### src/hw/rtl/vyvs_pkg.sv
package vyvs_pkg;

    typedef enum logic [2:0] {
        REQ_CMD  = 3'd0,
        REQ_YAW  = 3'd1,
        REQ_MODE = 3'd2,
        REQ_LOOK = 3'd3,
        REQ_BAL  = 3'd4,
        REQ_TICK = 3'd5
    } req_type_t;

    typedef enum logic [2:0] {
        DRIVE_NONE  = 3'd0,
        DRIVE_MOVE  = 3'd1,
        DRIVE_STOP  = 3'd2,
        DRIVE_STAND = 3'd3,
        DRIVE_EULER = 3'd4
    } drive_kind_t;

    typedef enum logic [2:0] {
        CFG_LIMIT_VX   = 3'd0,
        CFG_LIMIT_VY   = 3'd1,
        CFG_LIMIT_WZ   = 3'd2,
        CFG_LOOK_GAIN  = 3'd3,
        CFG_CMD_TMO    = 3'd4,
        CFG_STATE_TMO  = 3'd5,
        CFG_LATERAL_EN = 3'd6
    } cfg_idx_t;

    typedef enum logic [4:0] {
        S_IDLE, S_CHECK, S_BSTAND, S_BEULER, S_VCMD, S_VH1, S_VH2,
        S_TRIG_X, S_T1, S_T2, S_T3, S_T4,
        S_ROT0, S_ROT1, S_ROT2, S_ROT3, S_ROT4, S_ROT5,
        S_YAW1, S_YAW2, S_OUT
    } state_t;

    typedef struct packed {
        logic stop;
        logic chg;
        logic bal;
        logic init;
        logic recv;
    } flags_t;

    localparam int MUL_W = 33;
    localparam int PROD_W = 64;

    localparam logic [MUL_W-1:0] VH_SCALE = 33'd42723;
    localparam logic [15:0] TRIG_K1 = 16'd1160;
    localparam logic [15:0] TRIG_K2 = 16'd10512;
    localparam logic [15:0] TRIG_K3 = 16'd25736;
    localparam logic [MUL_W-1:0] YAW_K = 33'd25736;
    localparam logic [15:0] QUARTER_TURN = 16'h4000;
    localparam logic [14:0] Q14_ONE = 15'd16384;

    // round half away from zero, then arithmetic shift
    function automatic logic signed [PROD_W-1:0] round_shift(
        input logic signed [PROD_W-1:0] v, input int unsigned s);
        logic [PROD_W-1:0] m;
        m = v[PROD_W-1] ? PROD_W'(-v) : PROD_W'(v);
        m = (m + (64'd1 << (s - 1))) >> s;
        return v[PROD_W-1] ? $signed(-m) : $signed(m);
    endfunction

    function automatic logic signed [15:0] clamp16(
        input logic signed [PROD_W-1:0] v, input logic [14:0] lim);
        logic signed [PROD_W-1:0] l;
        logic signed [PROD_W-1:0] nl;
        l = $signed({49'd0, lim});
        nl = -l;
        if (v > l) begin
            return l[15:0];
        end else if (v < nl) begin
            return nl[15:0];
        end
        return v[15:0];
    endfunction

    function automatic logic signed [PROD_W-1:0] sx64(input logic signed [15:0] v);
        return {{48{v[15]}}, v};
    endfunction

    function automatic logic signed [MUL_W-1:0] sx33(input logic signed [15:0] v);
        return {{17{v[15]}}, v};
    endfunction

endpackage

### src/hw/rtl/vyvs_mul.sv
module vyvs_mul (
    input  logic                              aclk,
    input  logic signed [vyvs_pkg::MUL_W-1:0] mul_a,
    input  logic signed [vyvs_pkg::MUL_W-1:0] mul_b,
    output logic signed [vyvs_pkg::PROD_W-1:0] prod
);
    import vyvs_pkg::*;

    logic signed [2*MUL_W-1:0] full;

    assign full = mul_a * mul_b;

    // operands are bounded so the product always fits 64 bits
    always_ff @(posedge aclk) begin
        prod <= full[PROD_W-1:0];
    end

endmodule

### config.mk
export PLATFORM = sky130hd
export DESIGN_NAME = vyvs_mul
export DESIGN_NICKNAME = d
export VERILOG_FILES = /design/src/hw/rtl/vyvs_pkg.sv /design/src/hw/rtl/vyvs_mul.sv
export SDC_FILE = /design/constraint.sdc
export NUM_CORES = 2
export LEC_CHECK = 0
export ABC_AREA = 1
export ABC_CLOCK_PERIOD_IN_PS = 10100
export BUFFER_PORTS_ARGS = -buffer_cell sky130_fd_sc_hd__clkbuf_2
export CORE_MARGIN = 2
export CORE_UTILIZATION = 40
export DETAILED_ROUTE_END_ITERATION = 8
export GPL_ROUTABILITY_DRIVEN = 0
export PLACE_DENSITY = 0.52
export SKIP_LAST_GASP = 1
export SLEW_MARGIN = 15
export SYNTH_ARGS = -nofsm -noshare
export SYNTH_HDL_FRONTEND = slang
export SYNTH_SLANG_ARGS = --single-unit
### constraint.sdc
create_clock -name aclk -period 10.1 [get_ports aclk]
set_clock_uncertainty 0.2 [all_clocks]
set_input_delay 0.505 -clock aclk [delete_from_list [all_inputs] [get_ports aclk]]
set_output_delay 0.505 -clock aclk [all_outputs]
set_load 0.01 [all_outputs]
==> run metrics <==
status completed; routed vias roughly 32000; cells after synthesis 5349; CTS Buf Count 9; Post-CTS Resized 0; Num Clock Sinks 64; first-pass GRT wire length 207000 um; critical path class in2reg; Initial DRC Count 2294; average size of a mapped cell 7.86 um^2; die width roughly 330 um; row count 118; most frequent cells in the layout inv_1 (1799), nand2_1 (1431), fa_1 (1125); Largest regs prod x64; post-DP HPWL approximately 110000 um; Post-synth EDFFs 0; vias in the first global route 34800; # setup viols final 0; Setup crit start kind input pin; initial core utilization 40.4%; hold slack 0.543 ns; die height 328 um; drt drc 0; TritonRoute pass-1 iters 5; gr ovfl total 0; unrepaired setup endpoints after global routing no; clock buffer depth 2; asr flop ratio synth 0%; CTS tree done; CP max stage delay between 0.8 and 0.9 ns; period utilization 83.3%; syn nets 6753; Fill cells 10800; wire length per cell 19.6 um; WP data required 10.17 ns; die area 108000 um^2; pre-CTS setup slack 1.30 ns; max-slew violations 0; Max Fclk 0.119 GHz; Hold Buf Count CTS 0; Clock Pin Slew Worst Setup and Hold Paths 0.07 ns; Final Hold Viols 0; initial antenna violation count 15; Ports 131; sequential fraction of the synthesis area 3.05%; CP max FO 33; post-CTS setup buffers 0; Unique masters post-synth 32; max reg flops 64; I/O Buffers 130; setup ws final 1.69 ns; H-tree depth 3; Final Util 42.4%; Critical Path Start mul_a[32]; share of layout cells above drive strength 1 4.52%; Core ar. roughly 100000 um^2; Period minus WS final around 8.4 ns; routed vias/inst 4.80; slew margin rel. 23.0%; Slew @ Worst Pin 1.15 ns; pin count of the biggest net entering global routing 36; Largest Register prod; #FFs+latches synth 64; warnings from Yosys 0; CP most frequent cell fa_1; Hold Crit Class in2reg; Post-Route WL 130000 um; crit end category flop; Synth Cell Area roughly 42000 um^2; most common cell after layout, fill and taps aside inv_1; DRT antenna net count 0; arrival time at the worst endpoint 8.48 ns; Main synth FF type dfxtp_1; Final TNS setup 0 ns; synthesis-to-layout area growth 4.83%; HP Start mul_b[0]; Final nets around 6700; MaxCap Viol Count 0; slowest CP cell fa_1; CTS Root Cell clkbuf_16; gr usage total 25.6%
critical path: cells and delay by family:
kind                     cells  cell delay [ns]
buffers and inverters        7             1.56
adder cells (fa/ha/maj)      9             5.25
AND/OR/NAND/NOR              9             1.15
final cells by class:
cell class	instances	area, um^2	share of cell area, %
Antenna cell	8	20.0	0.0454
Clock buffer	9	225	0.511
Clock inverter	7	104	0.236
Inverter	1800	6760	15.3
Multi-Input combinational cell	3222	33000	74.9
Sequential cell	64	1280	2.91
Tap cell	1380	1730	3.92
Timing Repair Buffer	169	943	2.14
synthesized netlist by cell type, types with 2 or more instances:
master | instances | area, um^2
a21oi_1 | 75 | 375
nor2_1 | 129 | 484
xor2_1 | 31 | 272
inv_1 | 1799 | 6750
o21ai_1 | 7 | 35.0
buf_2 | 2 | 10.0
nor3_1 | 6 | 30.0
nand2_2 | 14 | 87.6
ha_1 | 212 | 2650
a21o_1 | 5 | 37.5
o21ai_0 | 35 | 175
xnor2_1 | 5 | 43.8
o21bai_1 | 18 | 135
nor2_4 | 2 | 22.5
nor2_2 | 17 | 106
nand3_1 | 66 | 330
nand2_1 | 1431 | 5370
dfxtp_1 | 64 | 1280
nand3b_1 | 2 | 15.0
nand3_2 | 6 | 60.1
nand4_1 | 20 | 125
or2_2 | 6 | 37.5
nor3_2 | 4 | 40.0
clkbuf_1 | 261 | 980
fa_1 | 1125 | 22500
worst paths after layout:
| path | depth (start not counted) | endpoint | slack (ns) |
|---|---|---|---|
| max | 25 | prod[59] | 1.69 |
| min | 4 | prod[0] | 0.54 |
layer usage:
metal / vias to the layer above / GRT usage [%] / share of wire (%)
li1: 14300 / - / -
met1: 16500 / 36.2 / 44
met2: 1008 / 40.6 / 46
met3: 163 / 4.09 / 7.1
met4: 12 / 7.32 / 3.0
met5: - / 0 / 0.056
cell families after synthesis:
| logic type | count (synthesis) | share of synthesized area (%) |
|---|---|---|
| XOR/XNOR | 36 | 0.750 |
| AO/OA/AOI/OAI | 143 | 1.86 |
| AND/OR/NAND/NOR | 1706 | 16.0 |
| buffers and inverters | 2063 | 18.4 |
| flip-flops | 64 | 3.05 |
| adder cells (fa/ha/maj) | 1337 | 59.9 |
stage by stage:
stage / instances / cell area, um^2
after CTS: 6651 / 44000
after detailed placement: 6635 / 43700
after floorplan: 5349 / 42000
final: 6659 / 44100
after global routing: 6657 / 44100
after global placement: 6635 / 43700
Power is not shown: default switching activity piles up to over one toggle a cycle in this logic, so the estimate is an artifact.
